===== src/rtl/pli_pkg.sv =====
// ----------------------------------------------------------------------------
// pli_pkg
// Shared types and codes of the piecewise linear interpolator: transaction
// payloads, status codes, and the controller to datapath interface.
// ----------------------------------------------------------------------------
package pli_pkg;

  localparam int unsigned COUNT_W  = 7;
  localparam int unsigned SLOT_W   = 6;
  localparam int unsigned Q_W      = 32;
  localparam int unsigned STATUS_W = 2;

  localparam logic OP_WRITE = 1'b0;

  localparam logic [STATUS_W-1:0] ST_OK         = 2'd0;
  localparam logic [STATUS_W-1:0] ST_ZERO_WIDTH = 2'd1;
  localparam logic [STATUS_W-1:0] ST_SATURATED  = 2'd2;

  typedef struct packed {
    logic                  opcode;
    logic [SLOT_W-1:0]     point_index;
    logic signed [Q_W-1:0] x_value;
    logic signed [Q_W-1:0] y_value;
  } in_item_t;

  typedef struct packed {
    logic signed [Q_W-1:0] y_result;
    logic [STATUS_W-1:0]   status;
  } result_t;

  typedef struct packed {
    logic capture;
    logic mem_write;
    logic read_first;
    logic search_step;
    logic seg_latch;
    logic mult;
    logic div_step;
    logic write_out;
    logic single_out;
    logic zero_out;
    logic final_out;
  } ctrl_cmd_t;

  typedef struct packed {
    logic is_write;
    logic single;
    logic found;
    logic zero_width;
    logic div_last;
  } dp_status_t;

endpackage


===== src/rtl/pli_ctrl.sv =====
// ----------------------------------------------------------------------------
// pli_ctrl
// Sequencer of the interpolator: dispatches writes and queries, walks the
// segment search, then runs multiply, divide and final saturation steps.
// ----------------------------------------------------------------------------
module pli_ctrl
  import pli_pkg::*;
(
  input  logic       clk_i,
  input  logic       rst_ni,
  input  logic       start_i,
  input  dp_status_t status_i,
  output ctrl_cmd_t  cmd_o,
  output logic       busy_o
);

  localparam logic [2:0] S_IDLE     = 3'd0;
  localparam logic [2:0] S_DISPATCH = 3'd1;
  localparam logic [2:0] S_SEARCH   = 3'd2;
  localparam logic [2:0] S_MULT     = 3'd3;
  localparam logic [2:0] S_DIV      = 3'd4;
  localparam logic [2:0] S_FINAL    = 3'd5;

  logic [2:0] state_q, state_d;

  always_ff @(posedge clk_i or negedge rst_ni) begin
    if (!rst_ni) begin
      state_q <= S_IDLE;
    end else begin
      state_q <= state_d;
    end
  end

  always_comb begin
    state_d = state_q;
    cmd_o   = '0;
    case (state_q)
      S_IDLE: begin
        if (start_i) begin
          cmd_o.capture = 1'b1;
          state_d       = S_DISPATCH;
        end
      end
      S_DISPATCH: begin
        if (status_i.is_write) begin
          cmd_o.mem_write = 1'b1;
          cmd_o.write_out = 1'b1;
          state_d         = S_IDLE;
        end else begin
          cmd_o.read_first = 1'b1;
          state_d          = S_SEARCH;
        end
      end
      S_SEARCH: begin
        if (status_i.single) begin
          cmd_o.single_out = 1'b1;
          state_d          = S_IDLE;
        end else if (status_i.found) begin
          cmd_o.seg_latch = 1'b1;
          state_d         = S_MULT;
        end else begin
          cmd_o.search_step = 1'b1;
        end
      end
      S_MULT: begin
        if (status_i.zero_width) begin
          cmd_o.zero_out = 1'b1;
          state_d        = S_IDLE;
        end else begin
          cmd_o.mult = 1'b1;
          state_d    = S_DIV;
        end
      end
      S_DIV: begin
        cmd_o.div_step = 1'b1;
        if (status_i.div_last) begin
          state_d = S_FINAL;
        end
      end
      S_FINAL: begin
        cmd_o.final_out = 1'b1;
        state_d         = S_IDLE;
      end
      default: begin
        state_d = S_IDLE;
      end
    endcase
  end

  assign busy_o = (state_q != S_IDLE);

endmodule


===== config.mk =====
export PLATFORM = sky130hd
export DESIGN_NAME = pli_ctrl
export DESIGN_NICKNAME = d
export VERILOG_FILES = /design/src/rtl/pli_pkg.sv /design/src/rtl/pli_ctrl.sv
export SDC_FILE = /design/constraint.sdc
export NUM_CORES = 1
export LEC_CHECK = 0
export ABC_AREA = 1
export BUFFER_PORTS_ARGS = -buffer_cell sky130_fd_sc_hd__buf_2
export CAP_MARGIN = 20
export CORE_AREA = 4 4 41 43
export DETAILED_ROUTE_END_ITERATION = 10
export DIE_AREA = 0 0 45 47
export GPL_ROUTABILITY_DRIVEN = 0
export SLEW_MARGIN = 0
export SYNTH_ARGS = -nofsm -noshare
export SYNTH_HDL_FRONTEND = slang
export SYNTH_SLANG_ARGS = --single-unit

===== constraint.sdc =====
create_clock -name clk_i -period 2.8 [get_ports clk_i]
set_input_delay 0.84 -clock clk_i [delete_from_list [all_inputs] [get_ports clk_i]]
set_output_delay 0.84 -clock clk_i [all_outputs]
set_load 0.01 [all_outputs]

# Word-level counts from Yosys, hierarchy flattened
# Cells that the tools add are included.
# W data, S select, Z words.
[word_totals]
out_inout_bits = 12
word_cells = 37
reg_bits = 3
[classes]
n_eq_ne = 8
mux = 25
reduce_logical = 3
[op_table]
columns = ["op", "n"]
rows = [
  ["$mux W1", 15],
  ["$mux W3", 5],
  ["$pmux W3 S5", 1],
  ["$mux W2", 4],
  ["$eq A3 B2 Y1 const B", 2],
  ["$eq A3 B3 Y1 const B", 2],
  ["$ne A2 B2 Y1 const B", 2],
  ["$eq A3 B1 Y1 const B", 1],
  ["$logic_not A3 Y1", 1],
  ["$ne A3 B3 Y1 const B", 1],
  ["$reduce_and A3 Y1", 1],
  ["$reduce_bool A3 Y1", 1],
]

# Depth between registers and ports, before layout
# Gate-level depths: netlist (run 1).
[logic_depth]
depth_word = 3
depth_mapped = 4
depth_no_buf = 4

# Worst setup path before layout (run 1)
# OpenSTA, ideal clock, no wires.
[synth_timing]
kind = "in2out"
start = "input port status_i[4] in the netlist's numbering"
end = "output port cmd_o[9] in the netlist's numbering"
required_time_ns = 1.960
stages = 3
setup_slack_ns = 0.729
t_arrival_ns = 1.231
cell_sequence = "inv_1 -> nor2_1 -> buf_4"
[synth_rtl]
columns = ["element", "line_no", "rtl"]
rows = [
  ["start, declared", "pli_ctrl.sv:12", "input dp_status_t status_i,"],
  ["end, declared", "pli_ctrl.sv:13", "output ctrl_cmd_t cmd_o,"],
]

==> results.json, run 1 <==
{
  "rsz0062_at_grt": "no",
  "rows": 13,
  "r2r_start": "state_q[2]$_DFFE_PN0P_",
  "end_kind": "output port",
  "finalHoldViolations": 0,
  "vdd_ir_drop_max_mv": 0.408,
  "vias": 293,
  "start_kind": "primary input",
  "hp-class": "in2async",
  "synth_fp_nets": 47,
  "synth_area_sq_um": 245,
  "worstSkewPairLatency_ps": 230,
  "post_drt_wl_per_cell_microns": 7.97,
  "path_class": "in2out",
  "coreArea_sq_um": 1300,
  "multiInputGateArea_sq_um": 129,
  "antenna_found_initial": 0,
  "syn_inst": 39,
  "seq_area_frac_synth_pct": 30.6,
  "grt_max_degree": 6,
  "worst_ep_required_time_ps": 1960,
  "dpl.cell_count": 72,
  "fp.dieW_microns": 45,
  "ys_seq_elements": 3,
  "grt_pass1_wl_microns": 966,
  "holdBufCountCts": 0,
  "vias_per_cell": 3.86,
  "io_pins": 20,
  "initialDrtViolationCount": 4,
  "finalCritPeriodShare_pct": 77.1,
  "reg2reg_slack_ps": 1810,
  "path_max_fanout": 3,
  "whs_ps": 394,
  "cts_tree": "yes",
  "seq_area_sq_um": 75.1,
  "r2r_end": "state_q[0]$_DFFE_PN0P_",
  "tns_ps": 0,
  "yosysWarnings": 0,
  "worst-r2r-cell-count": 4,
  "drcViolationCount": 0,
  "clk_pin_slew_ps": 40,
  "slew_violations": 0,
  "area_delta_synth_final_pct": 54.1,
  "port_buffers": 19,
  "gr-total-overflow": 0,
  "h-tree-depth": 1,
  "largest_reg_flops": 3,
  "largest_registers": "state_q x3",
  "p_leak_nw": 0.245,
  "drt-pass1-iter-count": 2,
  "grt_pass1_vias": 248,
  "diodes": 0,
  "maxCapViolCount": 0,
  "cts_buffers": 3,
  "setup-violations-final": 0,
  "drtAntennaViolNets": 0,
  "drt_wl_total_microns": 606,
  "layout_common_cells": "19 x buf_2, 10 x nor2_1, 8 x inv_1",
  "nFillCells": 156,
  "dpl_worst_slack_ps": 629,
  "start_util_pct": 18.8,
  "cts_setup_buffers": 0,
  "max_freq_mhz": 463,
  "synth_area_per_cell_sq_um": 6.29,
  "dieArea_sq_um": 2120,
  "root_buffer": "clkbuf_4",
  "cts_sinks": 3,
  "skew_ps": 0.0362,
  "drive_gt1_share_pct": 45.9,
  "layoutNonFillerInstCount": 76,
  "clock_path_buffers": 2,
  "outcome": "finished, final reports clean",
  "cp.arrival_ps": 1320,
  "hpwl_microns": 526,
  "slew_headroom_pct": 86.0,
  "final_common_cell": "buf_2",
  "track_usage_pct": 6.81,
  "finalWorstSetupSlack_ps": 641,
  "worst_pin_slew_ps": 210,
  "period_needed_ps": 2160,
  "regMostFlops": "state_q",
  "power.density_nw_per_um2": 1000,
  "fin_nets": 70,
  "cts-resized-gates": 0,
  "die_h_microns": 47,
  "ys_types": 13
}
worst max-delay path, stage by stage:
cell and delay (ps):
buf_2 110, nor2_1 90, nand3_1 90, inv_1 60, buf_2 120
through the flow:
stage / total power, mW / utilization, % / area (sq um)
global placement: 0.307 / 27.0 / 352
global route: 0.425 / 29.0 / 378
detailed placement: 0.309 / 27.0 / 352
CTS: 0.389 / 29.0 / 378
floorplan: 0.239 / - / 245
finish: 0.379 / 29.0 / 378
layout make-up:
cell class                 instances  area share (%)
multi-input combinational         26            34.1
timing repair buffer              19            25.2
sequential                         3            19.9
inverter                           9            8.94
clock buffer                       4            6.95
tap                               15            4.97
report_power, final:
part / leakage (nW) / switching, mW / internal (mW) / total (mW)
clock network: 0.0150 / 0.0220 / 0.0534 / 0.0754
registers: 0.0387 / 0.0307 / 0.0637 / 0.0944
logic: 0.192 / 0.126 / 0.0827 / 0.209
cells in the mapped netlist (all sizes together):
master | instances | area, sq um
nor2 | 12 | 50.1
nand2 | 5 | 21.3
buf | 1 | 7.51
nand3 | 6 | 35.0
o22ai | 1 | 12.5
o21ai | 1 | 5.00
a21oi | 1 | 5.00
dfrtp | 3 | 75.1
inv | 9 | 33.8
cells by family after synthesis:
| group | count (synthesis) | synth area share (%) |
|---|---|---|
| and+or+nand+nor | 23 | 43.4 |
| buffers and inverters | 10 | 16.8 |
| DFF | 3 | 30.6 |
| AOI/OAI and AO/OA | 3 | 9.18 |
worst max path at each step:
stage	start	end	slack (ps)	cells after the start
CTS	status_i[3]	cmd_o[7]	630	5
detailed placement	status_i[3]	cmd_o[7]	630	5
floorplan	status_i[4]	cmd_o[9]	730	3
global placement	status_i[3]	cmd_o[7]	620	5
finish	status_i[3]	cmd_o[7]	640	5
global route	status_i[3]	cmd_o[6]	560	5
routing by layer:
| metal | up-vias | wire, microns | global-route usage [%] |
|---|---|---|---|
| li1 | 161 | - | - |
| met4 | 0 | 18 | 8.77 |
| met5 | - | 0 | 0 |
| met1 | 118 | 240 | 8.49 |
| met2 | 12 | 287 | 8.47 |
| met3 | 2 | 59 | 1.53 |
No activity file was read; power rests on OpenSTA's default activity.
==> inputs of run 2 (changes only) <==
clock period = 1.85 ns   (was 2.8 ns; I/O delays follow)
==> results.json, run 2 (synthesis gave the netlist of run 1 again) <==
{
  "rsz0062_at_grt": "no",
  "worst_pin_slew_ps": 249,
  "worst_path_max_delay_cell": "dfrtp_1",
  "period_needed_ps": 1710,
  "start_util_pct": 18.8,
  "track_usage_pct": 6.81,
  "gr-total-overflow": 0,
  "die_h_microns": 47,
  "final_common_cell": "buf_2",
  "worst_ep_required_time_ps": 1290,
  "path_max_fanout": 4,
  "p_leak_nw": 0.248,
  "slew_violations": 0,
  "area_delta_synth_final_pct": 58.7,
  "drt-pass1-iter-count": 1,
  "hpwl_microns": 526,
  "clk_pin_slew_ps": 40,
  "grt_max_degree": 6,
  "port_buffers": 19,
  "coreArea_sq_um": 1300,
  "grt_pass1_wl_microns": 966,
  "worst-r2r-cell-count": 4,
  "critPathMaxStageDelay_ps": 430,
  "r2r_start": "state_q[0]$_DFFE_PN0P_",
  "initialDrtViolationCount": 0,
  "fin_util_pct": 29.9,
  "fin_nets": 70,
  "vdd_ir_drop_max_mv": 0.622,
  "vias": 297,
  "clock_path_buffers": 2,
  "start_kind": "register",
  "whs_ps": 109,
  "root_buffer": "clkbuf_4",
  "fp.dieW_microns": 45,
  "drt_wl_total_microns": 619,
  "dieArea_sq_um": 2120,
  "h-tree-depth": 1,
  "post_drt_wl_per_cell_microns": 8.14,
  "slew_headroom_pct": 83.4,
  "power.density_nw_per_um2": 1540,
  "path_cells": "inv_1 > nand3_1 > nor2_1 > buf_2",
  "tns_ps": 0,
  "grt_pass1_vias": 248,
  "path_class": "reg2out",
  "worstSkewPairLatency_ps": 230,
  "regMostFlops": "state_q",
  "finalCritPeriodShare_pct": 92.3,
  "cts_buffers": 3,
  "final_area_sq_um": 389,
  "cts_sinks": 3,
  "setup-violations-final": 0,
  "outcome": "finished, final reports clean",
  "r2r_end": "state_q[0]$_DFFE_PN0P_",
  "diodes": 0,
  "vias_per_cell": 3.91,
  "largest_registers": "state_q x3",
  "max_freq_mhz": 586,
  "maxCapViolCount": 0,
  "drive_gt1_share_pct": 49.2,
  "cts_tree": "yes",
  "hp-class": "in2async",
  "cp.arrival_ps": 1150,
  "skew_ps": 0.0736,
  "end_kind": "output port",
  "placed_area_sq_um": 352,
  "finalHoldViolations": 0,
  "layout_common_cells": "19 x buf_2, 10 x nor2_1, 8 x inv_1",
  "drtAntennaViolNets": 0,
  "io_pins": 20,
  "rows": 13,
  "drcViolationCount": 0,
  "antenna_found_initial": 0,
  "largest_reg_flops": 3,
  "reg2reg_slack_ps": 890,
  "nFillCells": 154
}
run 2: critical path: cells and delay by family (launching register included):
family | cells | cell delay, ps
buffers and inverters | 2 | 250
flip-flops | 1 | 430
AND/OR/NAND/NOR | 2 | 230
run 2: what timing repair did:
item / 4_1_cts / 5_1_grt
resized for setup: 0 / 3
setup buffers: 0 / 0
hold buffers: 0 / 0
endpoints found under the setup margin: 0 / 4
hold endpoints to repair: 0 / 0
run 2: how the worst max path moves through the flow:
stage | startpoint | to
after floorplan | state_q[1]$_DFFE_PN0P_ | cmd_o[9]
after global placement | status_i[3] | cmd_o[7]
after detailed placement | status_i[3] | cmd_o[7]
after CTS | state_q[1]$_DFFE_PN0P_ | cmd_o[9]
after global routing | state_q[2]$_DFFE_PN0P_ | cmd_o[5]
final | state_q[2]$_DFFE_PN0P_ | cmd_o[1]
run 2: stage by stage:
stage	cells	power (mW)	worst slack, ps
2_1_floorplan	39	0.361	298
3_3_place_gp	72	0.465	244
3_5_place_dp	72	0.467	249
4_1_cts	76	0.589	95.1
5_1_grt	76	0.667	7.62
6_report	76	0.598	142
run 2: cell type report:
class	instances	area, sq um	area share, %
multi-input cells	26	139	35.7
repair buffers	19	95.1	24.4
flip-flops and latches	3	76.3	19.6
well taps	15	18.8	4.82
clock buffers	4	26.3	6.75
inverters	9	33.8	8.68
run 2: report_power, final:
group | internal, mW | switching (mW) | total [mW]
logic | 0.134 | 0.193 | 0.327
registers | 0.0985 | 0.0569 | 0.155
clock network | 0.0808 | 0.0339 | 0.115
total | 0.313 | 0.284 | 0.598
run 2: per-layer routing:
metal / track usage (%) / up-vias / share of wire [%]
met1: 8.49 / 122 / 38
met2: 8.47 / 12 / 49
li1: - / 161 / -
met5: 0 / - / 0
met3: 1.53 / 2 / 9.4
met4: 8.77 / 0 / 2.7
==> inputs of run 3 (changes only) <==
clock period = 1.6 ns   (was 1.85 ns; I/O delays follow)
==> results.json, run 3 (synthesis gave the netlist of run 1 again) <==
{
  "slew_headroom_pct": 88.3,
  "layout_common_cells": "19 x buf_2, 7 x nor2_1, 7 x inv_1, 7 x buf_4",
  "p_leak_nw": 0.281,
  "seq_area_sq_um": 77.6,
  "max_freq_mhz": 621,
  "dpl.cell_count": 72,
  "end_kind": "output port",
  "diodes": 0,
  "total_power_uw": 870,
  "dieArea_sq_um": 2120,
  "rows": 13,
  "cts_tree": "yes",
  "area_delta_synth_final_pct": 87.8,
  "worst_ep_required_time_ps": 1120,
  "switchingPower_uw": 392,
  "largest_registers": "state_q x3",
  "grt_pass1_wl_microns": 1190,
  "failed_checks": "negative setup slack",
  "path_class": "reg2out",
  "h-tree-depth": 1,
  "vias_per_cell": 4.00,
  "drcViolationCount": 0,
  "power.share.clock_pct": 15.2,
  "slew_violations": 0,
  "clk_pin_slew_ps": 40,
  "grt_max_degree": 6,
  "finalHoldViolations": 0,
  "power.density_nw_per_um2": 1890,
  "track_usage_pct": 8.23,
  "skew_ps": 0.255,
  "final_common_cell": "buf_2",
  "cts_sinks": 3,
  "start_util_pct": 18.8,
  "port_buffers": 19,
  "drt-pass1-iter-count": 1,
  "cp.arrival_ps": 1130,
  "clock_path_buffers": 2,
  "worst_pin_slew_ps": 176,
  "worstSkewPairLatency_ps": 230,
  "switching_share_pct": 45.1,
  "post_drt_wl_per_cell_microns": 9.18,
  "die_h_microns": 47,
  "regMostFlops": "state_q",
  "coreArea_sq_um": 1300,
  "grt_pass1_vias": 317,
  "vias": 332,
  "reg2reg_slack_ps": 580,
  "vdd_ir_drop_max_mv": 0.603,
  "multiInputGateArea_sq_um": 154,
  "period_needed_ps": 1610,
  "layoutNonFillerInstCount": 83,
  "final_area_sq_um": 460,
  "nFillCells": 151,
  "setup-violations-final": 1,
  "drtAntennaViolNets": 0,
  "path_max_fanout": 4,
  "holdBufCountCts": 0,
  "drive_gt1_share_pct": 61.8,
  "antenna_found_initial": 0,
  "initialDrtViolationCount": 0,
  "hp-class": "in2async",
  "cts_buffers": 3,
  "hpwl_microns": 526,
  "finalWorstSetupSlack_ps": -10.7,
  "fin_nets": 77,
  "rsz0062_at_grt": "yes",
  "io_pins": 20,
  "placed_area_sq_um": 352,
  "whs_ps": 34.9,
  "largest_reg_flops": 3,
  "intPower_uw": 478,
  "p_comb_share_pct": 64.1,
  "gr-total-overflow": 0,
  "seqPwrFrac_pct": 20.7,
  "maxCapViolCount": 0,
  "outcome": "finished, violations left",
  "finalCritPeriodShare_pct": 101,
  "fp.dieW_microns": 45,
  "start_kind": "register",
  "drt_wl_total_microns": 762,
  "root_buffer": "clkbuf_4"
}
-- run 3: cell types whose count changed in the layout (fill, tap and decap cells not counted) --
cell / previous run / this run
inv_4: 0 / 1
nor2_1: 10 / 7
dfrtp_2: 1 / 2
nand3_2: 2 / 1
nor2_2: 1 / 4
dfrtp_1: 2 / 1
buf_4: 0 / 7
nand3_4: 0 / 1
inv_1: 8 / 7
-- run 3: what timing repair did --
item / CTS / global route
resized for setup: 5 / 5
setup buffers: 6 / 1
hold endpoints to repair: 0 / 0
pin swaps: 3 / 1
setup endpoints to repair: 7 / 11
-- run 3: metrics by stage --
step                      setup WS [ps]  utilization [%]  setup TNS (ps)
after detailed placement            143             27.0               0
final                             -10.7             35.4           -10.7
after CTS                          1.51             33.5               0
after global routing               -104             35.4            -682
after floorplan                     123                -               0
after global placement              144             27.0               0
-- run 3: cell type report --
| type | instances | share of cell area (%) |
|---|---|---|
| inverter | 9 | 7.88 |
| sequential | 3 | 16.8 |
| multi-input combinational | 26 | 33.4 |
| timing repair buffer | 26 | 32.1 |
| tap | 15 | 4.08 |
| clock buffer | 4 | 5.71 |
-- run 3: worst paths after layout --
path                       depth (start not counted)                   start                      to
max reg2reg                                        4  state_q[2]$_DFFE_PN0P_  state_q[1]$_DFFE_PN0P_
min                                                1                  rst_ni  state_q[1]$_DFFE_PN0P_
max in group asynchronous                          1                  rst_ni  state_q[0]$_DFFE_PN0P_
min reg2reg                                        3  state_q[1]$_DFFE_PN0P_  state_q[2]$_DFFE_PN0P_
min in group clk_i                                 2             status_i[1]  state_q[2]$_DFFE_PN0P_
max                                                4  state_q[1]$_DFFE_PN0P_                cmd_o[4]
-- run 3: power by group through the flow --
stage / logic, mW / clock network [mW] / registers (mW)
6_report: 0.558 / 0.133 / 0.180
5_1_grt: 0.626 / 0.141 / 0.185
4_1_cts: 0.495 / 0.141 / 0.173
3_5_place_dp: 0.375 / 0 / 0.165
3_3_place_gp: 0.372 / 0 / 0.166
2_1_floorplan: 0.261 / 0 / 0.157
-- run 3: worst max-delay path, stage by stage (launching register included) --
cell	delay, ps
dfrtp_2	440
nor2_2	180
nand2_1	100
inv_1	60
buf_2	120
-- run 3: metal layers --
layer / routed length, microns / vias to the layer above / track usage, %
li1: - / 175 / -
met1: 266 / 143 / 9.15
met2: 425 / 12 / 13.0
met3: 53 / 2 / 1.15
met4: 17 / 0 / 8.77
met5: 0 / - / 0
